--- src/rtl/core/ufd_pkg.sv ---
// Types and constants of the uplink frame deframer.
// Depends on nothing; imported by every module and interface of the block.
package ufd_pkg;

   localparam int CHECK_SPAN = 22;

   localparam logic [7:0] SYNC_GAIN_RUN = 8'd3;
   localparam logic [7:0] SYNC_LOSS_RUN = 8'd5;
   localparam logic [7:0] RUN_MAX       = 8'd255;

   localparam int CSR_IDX_W = 8;
   localparam logic [CSR_IDX_W-1:0] CSR_HEADER = 8'd0;
   localparam logic [CSR_IDX_W-1:0] CSR_TAIL   = 8'd1;

   typedef struct packed {
      logic [7:0] rx_byte;
   } ufd_req_type;

   typedef struct packed {
      logic               frame_ok;
      logic [7:0]         stop_flag;
      logic signed [15:0] lin_x;
      logic signed [15:0] lin_y;
      logic signed [15:0] lin_z;
      logic signed [15:0] ang_x;
      logic signed [15:0] ang_y;
      logic signed [15:0] ang_z;
      logic signed [15:0] wheel_count_a;
      logic signed [15:0] wheel_count_b;
      logic signed [15:0] battery_raw;
      logic               in_sync;
   } ufd_rsp_type;

   typedef struct packed {
      logic [CSR_IDX_W-1:0] reg_index;
      logic [7:0]           wr_data;
   } ufd_csr_type;

   // One checked frame handed to the sync tracker.
   typedef struct packed {
      logic valid;
      logic ok;
   } ufd_frame_type;

endpackage

--- src/rtl/core/ufd_chan_if.sv ---
// Valid/ready channel carrying one payload struct per transfer.
// Depends on ufd_pkg for the payload types.
interface ufd_chan_if
   import ufd_pkg::*;
#(
   parameter type payload_type = ufd_req_type
) ();

   logic        valid;
   logic        ready;
   payload_type payload;

   modport source (output valid, output payload, input ready);
   modport sink (input valid, input payload, output ready);

endinterface

--- src/rtl/core/ufd_cell.sv ---
// One byte cell of the sliding frame window.
// Depends on ufd_pkg; instantiated in a row by uplink_frame_deframer.
module ufd_cell
   import ufd_pkg::*;
(
   input  logic       clock,
   input  logic       shift_en,
   input  logic [7:0] byte_in,
   output logic [7:0] byte_out
);

   logic [7:0] byte_ff;

   // The window holds payload only, so the cell needs no reset.
   always_ff @(posedge clock) begin
      if (shift_en) begin
         byte_ff <= byte_in;
      end
   end

   assign byte_out = byte_ff;

endmodule

--- src/rtl/core/ufd_sync_tracker.sv ---
// Good/bad frame run counters and the stream synchronization flag.
// Depends on ufd_pkg for the frame event type and run thresholds.
module ufd_sync_tracker
   import ufd_pkg::*;
(
   input  logic          clock,
   input  logic          reset,
   input  ufd_frame_type frame,
   output logic          sync_next
);

   logic [7:0] good_run_ff;
   logic [7:0] good_run_in;
   logic [7:0] bad_run_ff;
   logic [7:0] bad_run_in;
   logic       sync_ff;
   logic       sync_in;

   always_comb begin
      good_run_in = good_run_ff;
      bad_run_in  = bad_run_ff;
      sync_in     = sync_ff;
      if (frame.valid) begin
         if (frame.ok) begin
            good_run_in = (good_run_ff == RUN_MAX) ? good_run_ff : good_run_ff + 8'd1;
            bad_run_in  = '0;
            if (good_run_in >= SYNC_GAIN_RUN) begin
               sync_in = 1'b1;
            end
         end else begin
            bad_run_in  = (bad_run_ff == RUN_MAX) ? bad_run_ff : bad_run_ff + 8'd1;
            good_run_in = '0;
            if (bad_run_in >= SYNC_LOSS_RUN) begin
               sync_in = 1'b0;
            end
         end
      end
   end

   always_ff @(posedge clock) begin
      if (reset) begin
         good_run_ff <= '0;
         bad_run_ff  <= '0;
         sync_ff     <= 1'b0;
      end else begin
         good_run_ff <= good_run_in;
         bad_run_ff  <= bad_run_in;
         sync_ff     <= sync_in;
      end
   end

   // The result reports the flag as updated by this frame.
   assign sync_next = sync_in;

endmodule

--- src/rtl/core/ufd_out_skid.sv ---
// Two-entry output register (main stage plus skid) for decoded frames.
// Depends on ufd_pkg and ufd_chan_if.
module ufd_out_skid
   import ufd_pkg::*;
(
   input  logic        clock,
   input  logic        reset,
   input  logic        push,
   input  ufd_rsp_type push_data,
   output logic        room,
   ufd_chan_if.source  rsp_ch
);

   logic        out_valid_ff;
   ufd_rsp_type out_data_ff;
   logic        skid_valid_ff;
   ufd_rsp_type skid_data_ff;
   logic        out_free;

   // The main stage can load when empty or when its result leaves now.
   assign out_free = !out_valid_ff || rsp_ch.ready;

   always_ff @(posedge clock) begin
      if (reset) begin
         out_valid_ff  <= 1'b0;
         skid_valid_ff <= 1'b0;
      end else if (out_free) begin
         if (skid_valid_ff) begin
            out_valid_ff  <= 1'b1;
            skid_valid_ff <= 1'b0;
         end else begin
            out_valid_ff <= push;
         end
      end else if (push) begin
         skid_valid_ff <= 1'b1;
      end
   end

   always_ff @(posedge clock) begin
      if (out_free) begin
         out_data_ff <= skid_valid_ff ? skid_data_ff : push_data;
      end
      if (!out_free && push) begin
         skid_data_ff <= push_data;
      end
   end

   assign room           = !skid_valid_ff;
   assign rsp_ch.valid   = out_valid_ff;
   assign rsp_ch.payload = out_data_ff;

endmodule

--- src/rtl/core/uplink_frame_deframer.sv ---
// Top level of the uplink frame deframer: byte window, frame check, sync, output.
// Depends on ufd_pkg, ufd_chan_if, ufd_cell, ufd_sync_tracker and ufd_out_skid.
//
//   Channel  Direction  Payload                          Transfer when
//   req_ch   in         rx_byte                          req_ch.valid && req_ch.ready
//   rsp_ch   out        frame_ok .. in_sync (decoded)    rsp_ch.valid && rsp_ch.ready
//   csr_ch   in         reg_index, wr_data               csr_ch.valid && csr_ch.ready
//
// One byte is taken per clock cycle while req_ch.ready is high; the row of window cells
// shifts once per byte transfer and the frame test and XOR check run on the shifted
// window in that cycle; a decoded frame is registered into the output stage or skid.
// The two-entry output register lets bytes keep flowing while one result waits;
// req_ch.ready drops only when both entries are full. csr_ch is always ready.
// Reset is synchronous; the window itself is not cleared, its fill count is.
module uplink_frame_deframer
   import ufd_pkg::*;
#(
   parameter int FRAME_LEN = 24
) (
   input  logic       clock,
   input  logic       reset,
   ufd_chan_if.sink   req_ch,
   ufd_chan_if.source rsp_ch,
   ufd_chan_if.sink   csr_ch
);

   localparam int FILL_W = $clog2(FRAME_LEN + 1);

   logic [7:0]        header_ff;
   logic [7:0]        tail_ff;
   logic [FILL_W-1:0] fill_ff;
   logic [FILL_W-1:0] fill_in;
   logic              req_xfer;
   logic              room;
   logic              full_next;
   logic              frame_hit;
   logic [7:0]        check_sum;
   logic              sync_next;
   ufd_frame_type     frame;
   ufd_rsp_type       rsp_data;

   // win_q holds the cells; win_in is the window after this byte shifts in.
   // The oldest byte leaves the window on every shift, so position zero needs no cell.
   logic [7:0] win_q  [1:FRAME_LEN-1];
   logic [7:0] win_in [FRAME_LEN];

   assign req_xfer     = req_ch.valid && req_ch.ready;
   assign req_ch.ready = room;
   assign csr_ch.ready = 1'b1;

   // Configuration registers; writes to unknown indexes are dropped.
   always_ff @(posedge clock) begin
      if (reset) begin
         header_ff <= '0;
         tail_ff   <= '0;
      end else if (csr_ch.valid) begin
         if (csr_ch.payload.reg_index == CSR_HEADER) begin
            header_ff <= csr_ch.payload.wr_data;
         end
         if (csr_ch.payload.reg_index == CSR_TAIL) begin
            tail_ff <= csr_ch.payload.wr_data;
         end
      end
   end

   // Each cell takes its right neighbor's byte; the last cell takes the new byte.
   for (genvar k = 0; k < FRAME_LEN; k++) begin : g_cell
      if (k == FRAME_LEN - 1) begin : g_last
         assign win_in[k] = req_ch.payload.rx_byte;
      end else begin : g_mid
         assign win_in[k] = win_q[k+1];
      end
      if (k > 0) begin : g_store
         ufd_cell u_cell (
            .clock    (clock),
            .shift_en (req_xfer),
            .byte_in  (win_in[k]),
            .byte_out (win_q[k])
         );
      end
   end

   // The window is full after this byte once the count has reached FRAME_LEN - 1.
   assign full_next = (fill_ff >= FILL_W'(FRAME_LEN - 1));
   assign frame_hit = full_next && (win_in[0] == header_ff) &&
                      (win_in[FRAME_LEN-1] == tail_ff);

   always_comb begin
      fill_in = fill_ff;
      if (req_xfer) begin
         if (frame_hit) begin
            fill_in = '0;
         end else if (!full_next) begin
            fill_in = fill_ff + 1'b1;
         end else begin
            fill_in = FILL_W'(FRAME_LEN);
         end
      end
   end

   always_ff @(posedge clock) begin
      if (reset) begin
         fill_ff <= '0;
      end else begin
         fill_ff <= fill_in;
      end
   end

   // XOR over the check span of the shifted window; synthesis builds a tree.
   always_comb begin
      check_sum = '0;
      for (int i = 0; i < CHECK_SPAN; i++) begin
         check_sum = check_sum ^ win_in[i];
      end
   end

   assign frame.valid = req_xfer && frame_hit;
   assign frame.ok    = (check_sum == win_in[CHECK_SPAN]);

   ufd_sync_tracker u_sync (
      .clock     (clock),
      .reset     (reset),
      .frame     (frame),
      .sync_next (sync_next)
   );

   always_comb begin
      rsp_data.frame_ok      = frame.ok;
      rsp_data.stop_flag     = win_in[1];
      rsp_data.lin_x         = {win_in[2], win_in[3]};
      rsp_data.lin_y         = {win_in[4], win_in[5]};
      rsp_data.lin_z         = {win_in[6], win_in[7]};
      rsp_data.ang_x         = {win_in[8], win_in[9]};
      rsp_data.ang_y         = {win_in[10], win_in[11]};
      rsp_data.ang_z         = {win_in[12], win_in[13]};
      rsp_data.wheel_count_a = {win_in[14], win_in[15]};
      rsp_data.wheel_count_b = {win_in[16], win_in[17]};
      rsp_data.battery_raw   = {win_in[20], win_in[21]};
      rsp_data.in_sync       = sync_next;
   end

   ufd_out_skid u_out (
      .clock     (clock),
      .reset     (reset),
      .push      (frame.valid),
      .push_data (rsp_data),
      .room      (room),
      .rsp_ch    (rsp_ch)
   );

endmodule

--- src/flat_wrapper.sv ---
// flat-port wrapper written by rule: the top's interface ports become plain ports
module uplink_frame_deframer_flat import ufd_pkg::*;
#(
   parameter int FRAME_LEN = 24
)
  (clock, reset, req_ch_valid, req_ch_payload, req_ch_ready, rsp_ch_valid, rsp_ch_payload, rsp_ch_ready, csr_ch_valid, csr_ch_payload, csr_ch_ready);
  ufd_chan_if #(.payload_type(ufd_req_type)) req_ch_i ();
  ufd_chan_if #(.payload_type(ufd_rsp_type)) rsp_ch_i ();
  ufd_chan_if #(.payload_type(ufd_csr_type)) csr_ch_i ();
  input  logic clock;
  input  logic reset;
  input wire logic [$bits(req_ch_i.valid)-1:0] req_ch_valid;
  input wire logic [$bits(req_ch_i.payload)-1:0] req_ch_payload;
  output wire logic [$bits(req_ch_i.ready)-1:0] req_ch_ready;
  output wire logic [$bits(rsp_ch_i.valid)-1:0] rsp_ch_valid;
  output wire logic [$bits(rsp_ch_i.payload)-1:0] rsp_ch_payload;
  input wire logic [$bits(rsp_ch_i.ready)-1:0] rsp_ch_ready;
  input wire logic [$bits(csr_ch_i.valid)-1:0] csr_ch_valid;
  input wire logic [$bits(csr_ch_i.payload)-1:0] csr_ch_payload;
  output wire logic [$bits(csr_ch_i.ready)-1:0] csr_ch_ready;
  assign req_ch_i.valid = req_ch_valid;
  assign req_ch_i.payload = req_ch_payload;
  assign req_ch_ready = req_ch_i.ready;
  assign rsp_ch_valid = rsp_ch_i.valid;
  assign rsp_ch_payload = rsp_ch_i.payload;
  assign rsp_ch_i.ready = rsp_ch_ready;
  assign csr_ch_i.valid = csr_ch_valid;
  assign csr_ch_i.payload = csr_ch_payload;
  assign csr_ch_ready = csr_ch_i.ready;
  uplink_frame_deframer #(.FRAME_LEN(FRAME_LEN)) u_core (.clock(clock), .reset(reset), .req_ch(req_ch_i), .rsp_ch(rsp_ch_i), .csr_ch(csr_ch_i));
endmodule
--- config.mk ---
export PLATFORM = sky130hd
export DESIGN_NAME = uplink_frame_deframer_flat
export DESIGN_NICKNAME = d
export VERILOG_FILES = /design/src/rtl/core/ufd_pkg.sv /design/src/rtl/core/ufd_chan_if.sv /design/src/rtl/core/ufd_cell.sv /design/src/rtl/core/ufd_sync_tracker.sv /design/src/rtl/core/ufd_out_skid.sv /design/src/rtl/core/uplink_frame_deframer.sv /design/src/flat_wrapper.sv
export SDC_FILE = /design/constraint.sdc
export NUM_CORES = 1
export LEC_CHECK = 0
export ABC_AREA = 0
export ABC_CLOCK_PERIOD_IN_PS = 23500
export BUFFER_PORTS_ARGS = -buffer_cell sky130_fd_sc_hd__buf_2
export CORE_MARGIN = 2
export CORE_UTILIZATION = 59
export CTS_BUF_LIST = sky130_fd_sc_hd__clkbuf_4 sky130_fd_sc_hd__clkbuf_8 sky130_fd_sc_hd__clkbuf_16
export DETAILED_ROUTE_END_ITERATION = 16
export GPL_ROUTABILITY_DRIVEN = 0
export PLACE_DENSITY = 0.85
export SLEW_MARGIN = 10
export SYNTH_ARGS = -nofsm -noshare
export SYNTH_HDL_FRONTEND = slang
export SYNTH_SLANG_ARGS = --single-unit
export TNS_END_PERCENT = 20
--- constraint.sdc ---
create_clock -name clock -period 23.5 [get_ports clock]
set_clock_uncertainty 0.15 [all_clocks]
set_input_delay 5.875 -clock clock [delete_from_list [all_inputs] [get_ports clock]]
set_output_delay 5.875 -clock clock [all_outputs]
set_load 0.03 [all_outputs]
==> results.ini, run 1 <==
[placed_design]
io_buffers = 184
hpwl_um = 24200

[detailed_routing]
viasPerCell = 5.62
dr_total_vias = 10300
wl_um = 39100
ant_nets = 0
wl_per_cell_um = 21.3
drt_iter0_markers = 938
drc = 0
dr.pass1.iters = 5

[power_and_ir_drop]
power_uw = 2070
power-per-cell-area_nw_per_um2 = 87.8
leakagePower_uw = 0.00819
vdd_drop_max_mv = 0.0643

[synthesis]
synth-main-ff-cell = edfxtp_1
ys_seq_area_share_pct = 75.8
synth_top_family_by_area = multiplexers
synthXorXnorAreaFrac_pct = 8.75
synthArstFlopShare_pct = 0
syn-num-nets = 1167
synthAdderAreaFrac_pct = 0.183
synth_mux_area_share_pct = 9.04
synth_compound_area_share_pct = 1.81
ys_ff_latch = 532
synthSimpleGateAreaFrac_pct = 3.48
synth_top_area_share_pct = 71.9
synth_area_leaders = edfxtp_1, mux2_2, xnor2_1, dfxtp_1, mux2i_1
syn_area_um2 = 20600
yosys_warnings = 0
synth_cell_types = 50
synth_edf_count = 492
syn_area_per_cell_um2 = 18.1
post-synth-top-area-cell = edfxtp_1
synthCells = 1135

[cts]
cts_resized = 0
cts_setup_buffers = 0
cts_sinks = 532
clock_latency_ps = 570
root_buffer = clkbuf_16
cts_buffer_depth = 3
cts_tree = yes
hold_buffers = 0
htree_num_levels = 2
cts_buffers = 50
clk_pin_slew_ps = 60

[timing]
clock.fmax_mhz = 100
whs_ps = 321
finalHoldViolations = 0
period_share_pct = 42.4
tns_ps = 0
setup_violations = 0
fin_crit_ps = 9960
worst_pin_slew_ps = 1160
rsz0062_at_grt = false
maxSlewHeadroom_pct = 22.4
slew_viol_final = 0

[final_layout]
drive_gt1_share_pct = 31.6
nets = 1376
syn2layout_area_growth_pct = 14.7
nFillCells = 2180
diodes = 0

[die]
die_w_um = 191
initial_core_util_pct = 59.6
ios = 186
design.core.area_um2 = 34500
fp.dieH_um = 191
core.rowCount = 68
die_area_um2 = 36300

[global_route]
grt_pass1_vias = 10100
track_usage_pct = 21.5
grt_max_degree = 119
antenna_found_initial = 0
overflow = 0
grt_pass1_wl_um = 58900

[critical_path]
crit_fanout = 118
critPathKind = primary input to register
start_kind = primary input
cp.required_ps = 23520
cp-end-kind = register
arrival_ps = 9980
r2r_setup_slack_ps = 17980

[worst_hold_path]
hold_class = register to register

[run]
cap_violations = 0

[status]
outcome = finished, final reports clean

power by group:
group	switching, µW	internal [µW]
Combinational	114	85.0
Sequential	27.8	1070
Clock	341	433
synth_stat cells (2+ instances only):
cell type,n
a211oi_1,2
a211oi_2,2
a21o_1,2
a21oi_1,15
a22o_1,4
a31oi_1,11
and3_1,2
buf_4,3
clkbuf_1,29
dfxtp_1,40
edfxtp_1,492
ha_1,3
inv_1,9
inv_2,2
mux2_2,149
mux2i_1,18
nand2_1,34
nand2b_1,3
nand3_1,15
nand3b_1,4
nand4_1,12
nor2_1,35
nor3_1,17
nor3b_1,3
nor4_1,5
nor4b_1,3
o21a_1,2
o21ai_0,6
o2bb2ai_1,2
or3_1,4
xnor2_1,166
xnor2_2,2
xnor3_1,8
xor2_1,15
layout by cell type, fill, tap and decap left out, drive strengths merged, types with 4 or more instances in the layout:
cell type / synthesis / layout
clkbuf: 29 / 56
xnor3: 8 / 8
xor2: 15 / 15
nand3b: 4 / 4
a22o: 4 / 4
nor4: 7 / 7
nor3: 17 / 17
mux2: 149 / 149
a211oi: 4 / 4
buf: 6 / 192
nand3: 15 / 15
or3: 4 / 4
clkinv: 0 / 26
a31oi: 11 / 11
mux2i: 18 / 18
xnor2: 168 / 168
dfxtp: 40 / 40
o21ai: 6 / 6
nand4: 12 / 12
a21oi: 15 / 15
clkinvlp: 0 / 6
nand2: 34 / 34
inv: 11 / 12
nor2: 35 / 35
edfxtp: 492 / 492
worst max-delay path: stages:
cell	delay (ps)
buf_2	80
nand2_1	190
inv_8	630
nand2_1	140
nor4b_1	400
nand3_1	730
nor2_4	1040
buf_4	820
sequential cells by signal, summed over array words and instances (netlist names):
| signal | flops |
|---|---|
| u_core.g_cell.g_store.u_cell.byte_out | 184 |
| u_core.u_out.skid_data_ff | 154 |
| u_core.u_sync.sync_ff | 1 |
| u_core.u_out.rsp_ch.valid | 1 |
| u_core.fill_ff | 5 |
| u_core.u_sync.good_run_ff | 8 |
| u_core.u_out.rsp_ch.payload | 154 |
| u_core.tail_ff | 8 |
| u_core.header_ff | 8 |
| u_core.u_out.skid_valid_ff | 1 |
| u_core.u_sync.bad_run_ff | 8 |
final timing paths:
check / cells after the start / start / end
min reg2reg: 0 / u_core.g_cell[19].g_store.u_cell.byte_out[3] / u_core.g_cell[18].g_store.u_cell.byte_out[3]
max: 8 / req_ch_valid / u_core.u_out.skid_data_ff[50]
max reg2reg: 8 / u_core.u_out.skid_valid_ff / u_core.u_out.skid_data_ff[50]
min: 0 / u_core.g_cell[19].g_store.u_cell.byte_out[3] / u_core.g_cell[18].g_store.u_cell.byte_out[3]
routing by layer:
metal  track usage [%]  share of wire (%)
met5                 0                  0
met1              30.6                 43
met2              35.0                 49
met3              3.42                5.9
met4              6.11                2.1
per-stage QoR:
step                      utilization (%)  cell area [µm²]  setup slack (ps)  instances
final                                68.4            23600             13540       1839
after global routing                 68.4            23600             13150       1839
after CTS                            68.4            23600             13490       1839
after detailed placement             63.8            22000             12920       1747
after global placement               63.8            22000             13100       1747
after floorplan                         -            20600              4000       1135
layout make-up:
type	instances	area [µm²]	area share [%]
Clock buffer	56	1300	5.50
Timing Repair Buffer	192	981	4.16
Sequential cell	532	15600	66.1
Tap cell	455	569	2.42
Multi-Input combinational cell	557	4810	20.4
Clock inverter	36	289	1.23
Inverter	11	48.8	0.207
cells by family after synthesis:
logic type,Yosys count
compound gates,53
xor+xnor,191
fa+ha+maj,3
buf+inv,46
flops,532
mux,167
other cells,1
simple gates,142
No activity file was read; power rests on OpenSTA's default activity.
==> inputs of run 2 (changes only) <==
- ABC_AREA: 0 -> 1
- ABC_CLOCK_PERIOD_IN_PS: 23500 -> 9500
- clock period: 23.5 -> 9.5 ns (I/O delays scaled with it)
==> run 2 against run 1 <==
Net effect: sequential share of layout area fell by 2.0 points; sequential cell count unchanged; combinational power rose by 87%; cell area is 3.0% higher; global-route usage increased by 2.2 points; final cell count is 35% higher; clock-buffer cell count is 15 higher; critical path depth unchanged; synthesized cell count is 59% higher; register-to-register slack lost 12000 ps; die area grew 3.7%; non-clock buffer count fell by 3.
==> results.ini, run 2 <==
[timing]
clock.fmax_mhz = 215
setup_violations = 0  ; unchanged
slew_viol_final = 0  ; unchanged
fin_crit_ps = 4660
rsz0062_at_grt = false
finalHoldViolations = 0  ; unchanged
setup_slack_ps = 4840  ; -8700 ps
period_share_pct = 49.0
maxSlewHeadroom_pct = 17.5  ; -4.9 points
tns_ps = 0  ; unchanged
worst_pin_slew_ps = 1240  ; +73.6 ps

[placed_design]
hpwl_um = 29000  ; +20%
io_buffers = 184  ; unchanged
place_ws_ps = 4080  ; -8840 ps

[synthesis]
synth_edf_count = 492  ; unchanged
synth_top_area_share_pct = 69.3  ; -2.6 points
ys_seq_area_share_pct = 73.0  ; -2.8 points
synth_area_leaders = edfxtp_1, nand2_1, dfxtp_1, inv_1, o21ai_0
syn_area_um2 = 21300  ; +3.8%
synth_most_common_cell = nand2_1
synthCells = 1800  ; +59%
post-synth-top-area-cell = edfxtp_1
syn-num-nets = 1832  ; +57%
synth_common_cells = nand2_1, edfxtp_1, inv_1
synth_cell_types = 40  ; -20%
yosys_warnings = 0  ; unchanged
synth-main-ff-cell = edfxtp_1
syn_area_per_cell_um2 = 11.8  ; -35%
synthArstFlopShare_pct = 0  ; unchanged
ys_ff_latch = 532  ; unchanged

[critical_path]
crit_fanout = 192  ; +63%
critPathLaunch = req_ch_valid
critPathKind = primary input to register
r2r_setup_slack_ps = 6100  ; -11880 ps
arrival_ps = 4690  ; -5290 ps
cp.required_ps = 9530  ; -13990 ps
rr_worst_depth = 8  ; unchanged
start_kind = primary input
cp-end-kind = register
crit_end = u_core.u_out.skid_data_ff[3]
r2r_start = u_core.u_out.skid_valid_ff
r2r_end = u_core.u_out.skid_data_ff[3]

[cts]
cts_sinks = 532  ; unchanged
cts_setup_buffers = 0  ; unchanged
hold_buffers = 0  ; unchanged
clk_pin_slew_ps = 60  ; about the same
root_buffer = clkbuf_16
htree_num_levels = 2  ; unchanged
cts_resized = 0  ; unchanged
cts_buffer_depth = 3  ; unchanged
cts_tree = yes
clock_latency_ps = 570  ; about the same
cts_buffers = 51  ; +2.0%

[run]
cap_violations = 0  ; unchanged

[detailed_routing]
drt_iter0_markers = 1707  ; +82%
ant_nets = 0  ; unchanged
dr.pass1.iters = 6  ; +1
drc = 0  ; unchanged
wl_um = 44800  ; +15%
dr_total_vias = 13800  ; +33%
wl_per_cell_um = 18.0  ; -15%
viasPerCell = 5.53  ; -1.6%

[final_layout]
final_common_cell = nand2_1
largest_reg_flops = 184  ; unchanged
drive_gt1_share_pct = 14.8  ; -17 points
nets = 2032  ; +48%
layout_common_cells = nand2_1, edfxtp_1, buf_2, inv_1, o21ai_0
syn2layout_area_growth_pct = 13.9
diodes = 0  ; unchanged

[power_and_ir_drop]
vdd_drop_max_mv = 0.159  ; +150%
power-per-cell-area_nw_per_um2 = 205  ; +130%
leakagePower_uw = 0.00993  ; +21%

[die]
die_area_um2 = 37700  ; +3.7%
fp.dieH_um = 194  ; +1.8%
die_w_um = 194  ; +1.8%
design.core.area_um2 = 35600  ; +3.2%
core.rowCount = 69  ; +1.5%
initial_core_util_pct = 60.0  ; +0.31 points
ios = 186  ; unchanged

[global_route]
track_usage_pct = 23.7  ; +2.2 points
antenna_found_initial = 0  ; unchanged
grt_pass1_wl_um = 70600  ; +20%
grt_max_degree = 193  ; +62%
grt_pass1_vias = 13200  ; +30%
overflow = 0  ; unchanged

[worst_hold_path]
hold_class = register to register

[status]
outcome = finished, final reports clean

-- run 2: final cells by class --
class                   count  area, µm²
clock buffers              71       1470
clock inverters            12       81.3
fillers                  2395      11300
inverters                 162        623
multi-input cells        1064       4990
flip-flops and latches    532      15600
well taps                 461        577
repair buffers            189        971
-- run 2: how the worst min path moves through the flow --
stage | cells after the start | to | slack, ps | from
CTS | 0 | u_core.g_cell[19].g_store.u_cell.byte_out[7] | 310 | u_core.g_cell[20].g_store.u_cell.byte_out[7]
finish | 0 | u_core.g_cell[19].g_store.u_cell.byte_out[7] | 310 | u_core.g_cell[20].g_store.u_cell.byte_out[7]
floorplan | 0 | u_core.g_cell[18].g_store.u_cell.byte_out[6] | 280 | u_core.g_cell[19].g_store.u_cell.byte_out[6]
global placement | 0 | u_core.g_cell[19].g_store.u_cell.byte_out[7] | 280 | u_core.g_cell[20].g_store.u_cell.byte_out[7]
detailed placement | 0 | u_core.g_cell[19].g_store.u_cell.byte_out[7] | 290 | u_core.g_cell[20].g_store.u_cell.byte_out[7]
global route | 0 | u_core.g_cell[19].g_store.u_cell.byte_out[7] | 320 | u_core.g_cell[20].g_store.u_cell.byte_out[7]
-- run 2: cells by family after synthesis --
kind of cell / synth area share (%)
AOI/OAI and AO/OA: 3.33
xor gates and xnor gates: 3.74
adders and majority gates: 0.176
buffers and inverters: 3.71
DFF: 73.0
other: 0.0176
and+or+nand+nor: 16.0
-- run 2: critical path, cell delays in order --
cell	delay [ps]
buf_2	90
nand2_2	120
clkinv_8	500
nand3_1	180
nor3_2	170
nand4_2	250
nor2_4	200
buf_12	630
-- run 2: metrics by stage --
step | hold slack, ps | instances | power [µW] | cell area (µm²) | utilization, %
after floorplan | 276 | 1800 | 3000 | 21400 | -
after global placement | 280 | 2408 | 3100 | 22700 | 63.9
after detailed placement | 291 | 2408 | 3120 | 22700 | 63.9
after CTS | 305 | 2491 | 5010 | 24300 | 68.3
after global routing | 316 | 2491 | 5140 | 24300 | 68.3
final | 305 | 2491 | 4990 | 24300 | 68.3
-- run 2: power breakdown --
| group | switching [µW] | leakage, µW | total, µW | internal, µW |
|---|---|---|---|---|
| Clock | 806 | 0.000785 | 1910 | 1100 |
| Combinational | 259 | 0.00401 | 372 | 114 |
| Sequential | 65.5 | 0.00514 | 2710 | 2650 |
-- run 2: routing by layer --
metal	wire length [µm]	vias to the layer above	GRT usage (%)	part of all wire [%]
li1	-	6427	-	-
met1	18600	6586	34.4	42
met2	21100	671	37.2	47
met3	3840	96	3.67	8.6
met4	1260	0	7.83	2.8
met5	0	-	0	0
==> inputs of run 3 (changes only) <==
- ABC_CLOCK_PERIOD_IN_PS: 9500 -> 3900
- CORE_UTILIZATION: 59 -> 54
- PLACE_DENSITY: 0.85 -> 0.82
- clock period: 9.5 -> 3.9 ns (I/O delays scaled with it)
==> run 3 against run 2 <==
Net effect: hold slack better by 11 ps; highest routed layer unchanged; total power grew to 2.5 times the previous value; critical path type is now register to output pin; cell area is 1.5% higher; via count decreased by 1.4%.
==> results.ini, run 3 (same netlist as run 2, synthesis figures left out) <==
[power_and_ir_drop]
p_comb_share_pct = 7.1  ; -0.4 points
p_int_uw = 9770  ; +150%
swShare_pct = 22.3  ; -0.38 points
power_switching_uw = 2800  ; +150%
vdd_drop_max_mv = 0.377  ; +140%
p_clk_share_pct = 40.4  ; +2.2 points
p_seq_share_pct = 52.5  ; -1.8 points
power-per-cell-area_nw_per_um2 = 510  ; +150%
leakagePower_uw = 0.0101  ; +1.3%

[final_layout]
drive_gt1_share_pct = 15.4  ; +0.63 points
nets = 2036  ; +0.20%
largest_reg_flops = 184  ; unchanged
final_common_cell = nand2_1
layout_common_cells = nand2_1, edfxtp_1, buf_2, inv_1, o21ai_0
diodes = 0  ; unchanged
syn2layout_area_growth_pct = 15.6
nFillCells = 2745  ; +15%
finalInstanceArea_um2 = 24700  ; +1.5%
stdcell_count = 2562  ; +2.9%
layout.area.seq_um2 = 15600  ; unchanged
multi_input_area_um2 = 5000  ; +0.38%

[cts]
cts_tree = yes
clock_latency_ps = 580  ; about the same
cts_resized = 0  ; unchanged
hold_buffers = 0  ; unchanged
cts_buffers = 51  ; unchanged
cts_setup_buffers = 0  ; unchanged
htree_num_levels = 2  ; unchanged
cts_buffer_depth = 3  ; unchanged
clk_pin_slew_ps = 60  ; about the same
root_buffer = clkbuf_16
cts_sinks = 532  ; unchanged

[timing]
maxSlewHeadroom_pct = 31.3  ; +14 points
worst_pin_slew_ps = 1030  ; -208 ps
tns_ps = 0  ; unchanged
finalHoldViolations = 0  ; unchanged
slew_viol_final = 0  ; unchanged
period_share_pct = 82.5
fin_crit_ps = 3220
clock.fmax_mhz = 311
rsz0062_at_grt = false
whs_ps = 316  ; +11.0 ps
setup_violations = 0  ; unchanged

[placed_design]
io_buffers = 184  ; unchanged
hpwl_um = 28600  ; -1.5%
placed_cell_area_um2 = 22900  ; +0.81%
dpl.cell_count = 2469  ; +2.5%

[detailed_routing]
dr.pass1.iters = 5  ; -1
drc = 0  ; unchanged
drt_iter0_markers = 1439  ; -16%
wl_per_cell_um = 17.3  ; -3.9%
viasPerCell = 5.30  ; -4.1%
wl_um = 44300  ; -1.2%
ant_nets = 0  ; unchanged
dr_total_vias = 13600  ; -1.4%

[die]
die_w_um = 203  ; +4.4%
ios = 186  ; unchanged
die_area_um2 = 41100  ; +9.1%
fp.dieH_um = 203  ; +4.4%
initial_core_util_pct = 54.9  ; -5.0 points
core.rowCount = 72  ; +4.3%
design.core.area_um2 = 38800  ; +9.2%

[critical_path]
cp-end-kind = output pin
arrival_ps = 2090  ; -2600 ps
cp.required_ps = 2770  ; -6760 ps
crit_fanout = 78  ; -59%
critPathKind = register to output pin
start_kind = register

[worst_hold_path]
hold_class = register to register

[global_route]
track_usage_pct = 21.5  ; -2.2 points
antenna_found_initial = 1  ; +1
grt_pass1_vias = 12800  ; -3.4%
overflow = 0  ; unchanged
grt_max_degree = 233  ; +21%
grt_pass1_wl_um = 68500  ; -2.9%

[status]
outcome = finished, final reports clean

[run]
cap_violations = 0  ; unchanged

## run 3: final timing paths
check	cells past startpoint	startpoint	slack, ps	end
max reg2reg	8	u_core.g_cell[1].g_store.u_cell.byte_out[2]	850	u_core.u_sync.good_run_ff[2]
min	0	u_core.g_cell[19].g_store.u_cell.byte_out[6]	320	u_core.g_cell[18].g_store.u_cell.byte_out[6]
min reg2reg	0	u_core.g_cell[19].g_store.u_cell.byte_out[6]	320	u_core.g_cell[18].g_store.u_cell.byte_out[6]
max	3	u_core.u_out.skid_valid_ff	680	req_ch_ready
## run 3: power groups by stage
stage | clock network [µW] | logic, µW | registers (µW)
floorplan | 0 | 472 | 6840
global placement | 0 | 854 | 6710
detailed placement | 0 | 887 | 6720
CTS | 5150 | 897 | 6600
global route | 5370 | 990 | 6620
finish | 5070 | 892 | 6600
## run 3: cell type report
type | instances | area share (%)
clock inverter | 19 | 0.990
sequential | 532 | 63.2
clock buffer | 74 | 6.04
multi-input combinational | 1064 | 20.3
tap | 518 | 2.63
inverter | 162 | 2.58
timing repair buffer | 193 | 4.26
## run 3: per-stage QoR
stage	worst slack, ps	utilization [%]	power, µW
floorplan	-871	-	7310
global placement	731	59.0	7560
detailed placement	681	59.0	7610
CTS	628	63.5	12600
global route	552	63.5	13000
finish	681	63.5	12600
## run 3: critical path, stage by stage, from the launching register on
cell and delay, ps:
dfxtp_4 350, clkinv_2 100, buf_4 700, buf_2 340
## run 3: routing by layer
layer / vias up / share of wire [%] / global-route usage (%)
met4: 0 / 3.1 / 8.13
li1: 6448 / - / -
met5: - / 0 / 0
met2: 578 / 46 / 32.9
met3: 84 / 7.8 / 3.56
met1: 6481 / 44 / 31.4
